<file path="src/rtl/swlp_pkg.sv">
// Shared types and constants for the sliding window latency percentile unit.
package swlp_pkg;

  // Fixed widths of the stream fields and of the configuration port
  localparam int SAMPLE_IO_W = 32;
  localparam int COUNT_IO_W  = 11;
  localparam int REG_W       = 11;
  localparam int APB_ADDR_W  = 3;
  localparam int APB_DATA_W  = 32;
  localparam int REG_IDX_W   = 1;

  // Register map: index taken from paddr above the byte offset
  localparam logic [REG_IDX_W-1:0] REG_WINDOW_SIZE = 1'b0;
  localparam logic [REG_W-1:0]     WINDOW_RESET    = 11'd1000;

  // Percentile ranks: the median is n*50/100, i.e. n >> 1; the tail
  // ranks are tracked as quotient and remainder of n*P/100.
  localparam int                PCT_W      = 8;
  localparam int                REM_W      = 7;
  localparam int                TAIL_COUNT = 2;
  localparam logic [PCT_W-1:0]  PCT_SCALE  = 8'd100;
  localparam logic [PCT_W-1:0]  PCT_TAIL [TAIL_COUNT] = '{8'd95, 8'd99};

  // Result picks: median, p95, p99
  localparam int PICK_COUNT  = 3;
  localparam int PICK_MEDIAN = 0;
  localparam int PICK_P95    = 1;
  localparam int PICK_P99    = 2;

  // Operation broadcast to every cell of the sorted chain
  typedef enum logic [1:0] {
    OP_HOLD,
    OP_INSERT,
    OP_REMOVE
  } cell_op_t;

endpackage

</file>
<file path="src/rtl/swlp_cell.sv">
// One cell of the sorted sample chain: holds one sample and a valid flag.
module swlp_cell #(
  parameter int SAMPLE_BITS = 32
) (
  input  logic                   clk,
  input  logic                   rst,
  input  swlp_pkg::cell_op_t     op,
  input  logic [SAMPLE_BITS-1:0] key,
  input  logic [SAMPLE_BITS-1:0] left_value,
  input  logic                   left_valid,
  input  logic                   left_gt,
  input  logic [SAMPLE_BITS-1:0] right_value,
  input  logic                   right_valid,
  output logic [SAMPLE_BITS-1:0] value,
  output logic                   valid,
  output logic                   gt
);

  logic ge;

  assign gt = valid && (value > key);
  assign ge = valid && (value >= key);

  always_ff @(posedge clk) begin
    if (rst) begin
      valid <= 1'b0;
    end else begin
      unique case (op)
        swlp_pkg::OP_INSERT: begin
          // open a slot after all entries not above the key
          if (gt || (!valid && left_valid)) begin
            value <= left_gt ? left_value : key;
            valid <= 1'b1;
          end
        end
        swlp_pkg::OP_REMOVE: begin
          // close the gap left by the first entry equal to the key
          if (ge) begin
            value <= right_value;
            valid <= right_valid;
          end
        end
        swlp_pkg::OP_HOLD: begin
        end
        default: begin
        end
      endcase
    end
  end

endmodule

</file>
<file path="config.mk">
export PLATFORM = sky130hd
export DESIGN_NAME = swlp_cell
export DESIGN_NICKNAME = d
export VERILOG_FILES = /design/src/rtl/swlp_pkg.sv /design/src/rtl/swlp_cell.sv
export SDC_FILE = /design/constraint.sdc
export NUM_CORES = 1
export LEC_CHECK = 0
export BUFFER_PORTS_ARGS = -buffer_cell sky130_fd_sc_hd__buf_4
export CELL_PAD_IN_SITES_DETAIL_PLACEMENT = 2
export CELL_PAD_IN_SITES_GLOBAL_PLACEMENT = 2
export CORE_ASPECT_RATIO = 0.8
export CORE_MARGIN = 1
export CORE_UTILIZATION = 27
export DETAILED_ROUTE_END_ITERATION = 10
export PLACE_DENSITY_LB_ADDON = 0.1
export SLEW_MARGIN = 25
export SYNTH_ARGS = -nofsm -noshare
export SYNTH_HDL_FRONTEND = slang
export SYNTH_SLANG_ARGS = --single-unit
</file>
<file path="constraint.sdc">
create_clock -name clk -period 10.3 [get_ports clk]
set_clock_uncertainty 0.1 [all_clocks]
set_input_delay 1.545 -clock clk [delete_from_list [all_inputs] [get_ports clk]]
set_output_delay 1.545 -clock clk [all_outputs]
set_load 0.03 [all_outputs]
</file>
==> results of run 1 <==
-- area by class of cell --
cell class	instances	area [µm²]	share of cell area, %
well taps	115	143.9	3.672
flip-flops and latches	33	980.9	25.03
multi-input cells	195	1433	36.56
repair buffers	138	1036	26.44
inverters	36	135.1	3.448
clock buffers	5	125.1	3.193
clock inverters	3	65.06	1.660
-- synth_stat cells, drive strengths merged, types with 2 or more instances --
master,count
or4,2
mux2i,32
a221oi,2
nor3,2
inv,36
nand2,40
nand4,8
ha,34
edfxtp,32
nand3,3
o21ai,38
buf,3
nor2,5
nand2b,2
a21oi,15
a31oi,2
clkbuf,8
-- worst max path at each step --
stage                           to  slack (ps)  startpoint
after floorplan           value[0]        5140     key[30]
after global placement          gt        5120     key[14]
after detailed placement        gt        5170      key[1]
after CTS                       gt        5200      key[1]
after global routing            gt        4980      key[1]
final                           gt        5220      key[1]
-- worst max-delay path, cell delays in order --
cell       delay, ps
buf_4             80
inv_1             30
ha_1             280
nor2b_1          140
o211ai_1          90
a2111oi_0        510
a211o_1          200
a31oi_1          170
a21oi_1          190
buf_4            180
-- cells by family (layout without fill, tap and decap cells) --
kind of cell	after synthesis	count (layout)	synth area share, %
AND/OR/NAND/NOR	66	66	12.34
flip-flops	33	33	38.08
adder cells (fa/ha/maj)	34	34	16.51
buffers and inverters	47	182	6.994
AO/OA/AOI/OAI	63	63	13.65
multiplexers	32	32	12.43
-- power groups by stage --
stage | Clock [mW] | Combinational [mW] | Sequential, mW
6_report | 0.199 | 0.135 | 0.167
5_1_grt | 0.210 | 0.149 | 0.168
4_1_cts | 0.202 | 0.137 | 0.167
3_5_place_dp | 0 | 0.137 | 0.170
3_3_place_gp | 0 | 0.132 | 0.169
2_1_floorplan | 0 | 0.0524 | 0.186
-- flip-flops by register name, indices dropped and copies added (netlist names) --
signal and flops:
valid 1, value 32
-- per-layer routing --
metal  global-route usage [%]  share of wire (%)
met4                    5.283                1.0
met3                    4.881                6.3
met5                        0                  0
met1                    22.29                 44
met2                    31.99                 48
==> impl_metrics.env, run 1 <==
export IMPL_power_switching_mw=0.1380
export IMPL_syn_avg_cell_area_um2=9.368
export IMPL_core_mm2=0.009154
export IMPL_post_cts_buffers=0
export IMPL_synth_top_cell_area_share_pct=37.30
export IMPL_vdd_drop_max_mv=0.05951
export IMPL_r2r_cells=8
export IMPL_r2r_setup_slack_ps=7090
export IMPL_antenna_found_initial=0
export IMPL_clk_latency_ps=280
export IMPL_fill_cells=1049
export IMPL_drcViolationCount=14
export IMPL_holdPathEnd="valid"
export IMPL_die_height_um=89.37
export IMPL_worstMarginPinSlew_ps=616.3
export IMPL_drv_cap=0
export IMPL_ys_ff_latch=33
export IMPL_cts_tree="built"
export IMPL_clk_pin_slew_ps=60
export IMPL_r2r_start="value[1]"
export IMPL_p_clk_share_pct=39.7
export IMPL_cts_hold_buf=0
export IMPL_synthToLayoutAreaGrowth_pct=52.11
export IMPL_cts_resized=0
export IMPL_hold_depth=3
export IMPL_grt_setup_unrepaired="false"
export IMPL_layout_common_cells="buf_4, nand2_1, o21ai_0, inv_1, ha_1"
export IMPL_yosysTopAreaCell="edfxtp_1"
export IMPL_drv_slew=0
export IMPL_min_from="valid"
export IMPL_rows=31
export IMPL_drive_gt1_share_pct=37.32
export IMPL_worstPathRequired_ps=8660
export IMPL_holdCritPathClass="reg -> reg"
export IMPL_ant_nets=0
export IMPL_setup_viol=0
export IMPL_syn_inst=275
export IMPL_pre_cts_ws_ps=5167
export IMPL_gp_congestion=0.7099
export IMPL_routed_wl_um=8622
export IMPL_leakage_nw=1.906
export IMPL_synth_area_top_cells="edfxtp_1, ha_1, mux2i_1"
export IMPL_vias=2519
export IMPL_pin_count=137
export IMPL_grt_pass1_wl_um=14080
export IMPL_cts_buffers=5
export IMPL_power_density_mw_per_mm2=127.6
export IMPL_die_w_um=111.2
export IMPL_max_clock_freq_ghz=0.1970
export IMPL_crit_type="in -> out"
export IMPL_hold_violations=0
export IMPL_dp_hpwl_um=6959
export IMPL_clkSinkCount=33
export IMPL_grt_pass1_vias=2880
export IMPL_fin_crit_ps=5077
export IMPL_placed_cells=517
export IMPL_synth_edf_count=32
export IMPL_layout_worst_path_cycle_share_pct=49.29
export IMPL_p_total_mw=0.5000
export IMPL_postLayoutCellArea_mm2=0.003919
export IMPL_cts_root_buf="clkbuf_16"
export IMPL_setup_slack_ps=5223
export IMPL_setup_tns_final_ps=0
export IMPL_viasPerCell=4.798
export IMPL_intPower_mw=0.3620
export IMPL_synthesis_nets=412
export IMPL_slew_headroom_pct=58.92
export IMPL_clock_path_buffers=2
export IMPL_switching_share_pct=27.59
export IMPL_postLayoutCoreUtil_pct=42.81
export IMPL_drt_iter0_drc=75
export IMPL_reg2reg_to="value[24]"
export IMPL_initial_core_util_pct=28.14
export IMPL_yosysWarningCount=0
export IMPL_arrival_ps=3430
export IMPL_yosysSeqAreaShare_pct=38.08
export IMPL_firstDrtPassIters=7
export IMPL_dieArea_mm2=0.009939
export IMPL_seqPwrFrac_pct=33.4
export IMPL_n_antenna_cell=0
export IMPL_cts_htree_levels=2
export IMPL_ys_flop_type="edfxtp_1"
export IMPL_synth_distinct_cells=31
export IMPL_grt_max_degree=66
export IMPL_layout_commonest_cell="buf_4"
export IMPL_crit_path_start_kind="input pin"
export IMPL_crit_fanout=3
export IMPL_grt_overflow=0
export IMPL_violations="DRC"
export IMPL_routedWlPerCell_um=16.42
export IMPL_io_buffers=136
export IMPL_combPwrFrac_pct=26.9
export IMPL_ys_async_sr_fraction_pct=0
export IMPL_final_nets=546
export IMPL_netlist_area_mm2=0.002576
export IMPL_stdcell_count=525
export IMPL_whs_ps=730.1
export IMPL_crit_path_end_kind="output port"
export IMPL_status="finished, violations left"
export IMPL_grt_usage_pct=18.23
export IMPL_post_dp_cell_area_mm2=0.003729
(Power assumes the default switching activity.)
==> run 2: changes to the inputs <==
Settings changed: CORE_UTILIZATION 27 to 25.
Clock period 10.3 ns to 4.7 ns, I/O delays scaled along.
==> impl_metrics.env, run 2 (synthesized netlist as in run 1, its figures left out) <==
export IMPL_top_register="value"
export IMPL_post_dp_cell_area_mm2=0.003755
export IMPL_cts_hold_buf=0
export IMPL_cp_endpoint="gt"
export IMPL_startpoint="key[14]"
export IMPL_grt_max_degree=66
export IMPL_drcViolationCount=0
export IMPL_grt_pass1_wl_um=13330
export IMPL_drv_slew=0
export IMPL_cts_resized=0
export IMPL_die_height_um=92.80
export IMPL_r2r_start="value[14]"
export IMPL_rows=32
export IMPL_grt_usage_pct=16.16
export IMPL_worstMarginPinSlew_ps=731.8
export IMPL_cts_tree="built"
export IMPL_cts_buffers=5
export IMPL_postLayoutCellArea_mm2=0.003891
export IMPL_initial_core_util_pct=26.26
export IMPL_p_total_mw=0.9682
export IMPL_r2r_cells=7
export IMPL_crit_type="in -> out"
export IMPL_fill_cells=1126
export IMPL_vias=2474
export IMPL_viasPerCell=4.531
export IMPL_worstPathRequired_ps=3890
export IMPL_grt_setup_unrepaired="false"
export IMPL_status="finished clean"
export IMPL_setup_viol=0
export IMPL_drive_gt1_share_pct=36.59
export IMPL_slew_headroom_pct=51.21
export IMPL_synthToLayoutAreaGrowth_pct=51.04
export IMPL_r2r_setup_slack_ps=1390
export IMPL_dp_hpwl_um=6955
export IMPL_reg2reg_to="value[3]"
export IMPL_arrival_ps=2690
export IMPL_hold_violations=0
export IMPL_clk_pin_slew_ps=50
export IMPL_crit_path_end_kind="output port"
export IMPL_dieArea_mm2=0.01072
export IMPL_setup_tns_final_ps=0
export IMPL_antenna_found_initial=0
export IMPL_clkSinkCount=33
export IMPL_vdd_drop_max_mv=0.1339
export IMPL_clock_path_buffers=2
export IMPL_whs_ps=613.6
export IMPL_leakage_nw=1.877
export IMPL_gp_congestion=0.6822
export IMPL_drt_iter0_drc=39
export IMPL_die_w_um=115.5
export IMPL_fin_crit_ps=3499
export IMPL_pin_count=137
export IMPL_layout_worst_path_cycle_share_pct=74.44
export IMPL_crit_path_start_kind="input pin"
export IMPL_largest_register_ffs=32
export IMPL_n_antenna_cell=0
export IMPL_routedWlPerCell_um=15.22
export IMPL_final_nets=546
export IMPL_drv_cap=0
export IMPL_grt_overflow=0
export IMPL_cts_htree_levels=2
export IMPL_top_regs="value (32), valid (1)"
export IMPL_layout_commonest_cell="buf_4"
export IMPL_firstDrtPassIters=4
export IMPL_core_mm2=0.009809
export IMPL_post_cts_buffers=0
export IMPL_routed_wl_um=8308
export IMPL_power_density_mw_per_mm2=248.8
export IMPL_clk_latency_ps=270
export IMPL_grt_pass1_vias=2677
export IMPL_max_clock_freq_ghz=0.2858
export IMPL_cts_root_buf="clkbuf_16"
export IMPL_crit_fanout=3
export IMPL_io_buffers=136
export IMPL_ant_nets=0
export IMPL_holdCritPathClass="in -> reg"
export IMPL_layout_common_cells="buf_4, nand2_1, o21ai_0, inv_1, ha_1"
## run 2: changes by cell type in the layout (fill, tap and decap cells not counted)
cell,previous run,this run
clkbuf_1,0,3
bufinv_16,2,0
clkinv_2,1,0
## run 2: routing by layer
layer	GRT usage (%)	vias up	wire, µm
met5	0	-	0
met4	3.247	0	42
met3	4.123	2	568
met2	26.90	75	3940
met1	20.98	1148	3757
li1	-	1249	-
## run 2: how the worst min path moves through the flow
stage                                from   endpoint  slack [ps]  depth (start not counted)
after floorplan                     valid      valid         760                          3
after global placement              valid      valid         710                          3
after detailed placement            valid      valid         720                          3
after CTS                 right_value[18]  value[18]         610                          3
after global routing      right_value[23]  value[23]         620                          3
final                     right_value[18]  value[18]         610                          3
## run 2: layout make-up
class	instances	area (µm²)	share of cell area, %
Multi-Input combinational cell	195	1433	36.82
Tap cell	136	170.2	4.373
Clock buffer	8	136.4	3.505
Timing Repair Buffer	138	1036	26.62
Inverter	36	135.1	3.473
Sequential cell	33	980.9	25.21
## run 2: per-stage QoR
step / setup slack (ps) / std cells / util (%)
global route: 1013 / 546 / 39.67
CTS: 1161 / 546 / 39.67
finish: 1201 / 546 / 39.67
global placement: 950.7 / 538 / 38.28
detailed placement: 891.1 / 538 / 38.28
floorplan: 380.5 / 275 / -
## run 2: power by group
| part | total [mW] | internal [mW] | leakage, nW | switching [mW] |
|---|---|---|---|---|
| logic | 0.293 | 0.138 | 1.51 | 0.155 |
| clock network | 0.309 | 0.197 | 0.0652 | 0.113 |
| registers | 0.366 | 0.353 | 0.305 | 0.0130 |
| total | 0.968 | 0.688 | 1.88 | 0.281 |
## run 2: worst max-delay path, stage by stage
cell       delay, ps
buf_4            100
inv_1             40
ha_1             310
nand4_1          200
a2111oi_0        560
a211o_1          210
a31oi_1          170
a21oi_1          210
buf_4            190
==> run 3: changes to the inputs <==
Settings changed: CORE_UTILIZATION 25 to 23.
Clock period 4.7 ns to 3 ns, I/O delays scaled along.
==> impl_metrics.env, run 3 (synthesized netlist as in run 1, its figures left out) <==
export IMPL_leakage_nw=2.136
export IMPL_grt_usage_pct=16.10
export IMPL_hold_violations=0
export IMPL_status="finished clean"
export IMPL_top_regs="value (32), valid (1)"
export IMPL_max_clock_freq_ghz=0.3451
export IMPL_drive_gt1_share_pct=44.74
export IMPL_drv_slew=0
export IMPL_r2r_cells=9
export IMPL_vdd_drop_max_mv=0.2025
export IMPL_layout_common_cells="buf_4, nand2_1, inv_1, o21ai_0, ha_1"
export IMPL_dp_hpwl_um=7321
export IMPL_clk_latency_ps=280
export IMPL_fin_crit_ps=2898
export IMPL_top_register="value"
export IMPL_initial_core_util_pct=23.66
export IMPL_grt_pass1_vias=3073
export IMPL_post_dp_cell_area_mm2=0.004100
export IMPL_routedWlPerCell_um=15.15
export IMPL_crit_fanout=2
export IMPL_grt_max_degree=66
export IMPL_postLayoutCellArea_mm2=0.004358
export IMPL_vias=2701
export IMPL_firstDrtPassIters=4
export IMPL_power_density_mw_per_mm2=390.1
export IMPL_worstPathRequired_ps=2450
export IMPL_cts_tree="built"
export IMPL_synthToLayoutAreaGrowth_pct=69.16
export IMPL_crit_type="reg -> out"
export IMPL_viasPerCell=4.502
export IMPL_fill_cells=1218
export IMPL_drt_iter0_drc=40
export IMPL_cts_hold_buf=0
export IMPL_drcViolationCount=0
export IMPL_slew_headroom_pct=59.62
export IMPL_die_w_um=120.3
export IMPL_final_nets=592
export IMPL_setup_viol=0
export IMPL_pin_count=137
export IMPL_setup_slack_ps=102.3
export IMPL_drv_cap=0
export IMPL_grt_pass1_wl_um=14860
export IMPL_worstMarginPinSlew_ps=605.7
export IMPL_routed_wl_um=9091
export IMPL_crit_path_start_kind="register"
export IMPL_rows=34
export IMPL_multiInputGateArea_mm2=0.001481
export IMPL_crit_path_end_kind="output port"
export IMPL_core_mm2=0.01089
export IMPL_regArea_um2=980.9
export IMPL_io_buffers=136
export IMPL_clkSinkCount=33
export IMPL_grt_overflow=0
export IMPL_layout_worst_path_cycle_share_pct=96.59
export IMPL_holdCritPathClass="in -> reg"
export IMPL_p_total_mw=1.700
export IMPL_cts_root_buf="clkbuf_16"
export IMPL_gp_congestion=0.7017
export IMPL_n_antenna_cell=0
export IMPL_antenna_found_initial=0
export IMPL_hold_depth=3
export IMPL_largest_register_ffs=32
export IMPL_arrival_ps=2350
export IMPL_cts_buffers=5
export IMPL_layout_commonest_cell="buf_4"
export IMPL_clock_path_buffers=2
export IMPL_clk_pin_slew_ps=60
export IMPL_cts_htree_levels=2
export IMPL_ant_nets=0
export IMPL_dieArea_mm2=0.01163
export IMPL_pre_cts_ws_ps=-193.1
export IMPL_die_height_um=96.66
run 3: repair_timing:
| item | in CTS | in global routing |
|---|---|---|
| gates resized for setup | 4 | 9 |
| endpoints found under the setup margin | 20 | 33 |
| setup buffers | 0 | 4 |
| pin swaps | 0 | 6 |
| cloned | 0 | 0 |
run 3: worst paths after layout:
kind	startpoint	endpoint	slack, ps
setup / recovery	value[23]	gt	100
hold / removal	right_value[22]	value[22]	350
setup reg to reg	value[15]	value[0]	170
hold reg to reg	valid	valid	770
run 3: worst max-delay path, cell delays in order, from the launching register on:
cell	delay [ps]
edfxtp_1	410
ha_1	320
nand4_1	180
buf_4	200
nor3_2	130
a221oi_1	130
and3_2	270
buf_4	150
a21oi_2	140
buf_6	150
run 3: routing by layer:
| layer | part of all wire (%) | track usage [%] |
|---|---|---|
| met1 | 46 | 20.40 |
| met4 | 0.89 | 3.894 |
| met5 | 0 | 0 |
| met2 | 48 | 27.28 |
| met3 | 5.6 | 4.009 |
run 3: cell type report:
cell class	instances	share of cell area [%]
clock buffers	6	2.957
inverters	36	3.101
flip-flops and latches	33	22.51
repair buffers	184	32.53
multi-input cells	195	33.99
well taps	144	4.134
clock inverters	2	0.7752
run 3: power by group:
part | switching [mW] | total (mW) | internal (mW)
clock network | 0.193 | 0.582 | 0.389
logic | 0.271 | 0.548 | 0.277
registers | 0.0176 | 0.570 | 0.552
total | 0.482 | 1.70 | 1.22
run 3: through the flow:
stage	TNS, ps	cells	utilization (%)	hold slack, ps
floorplan	0	275	-	537.1
global placement	-12840	587	37.40	631.2
detailed placement	-3789	588	37.65	641.4
CTS	0	596	39.34	349.5
global route	-72.18	600	40.02	359.7
finish	0	600	40.02	348.6
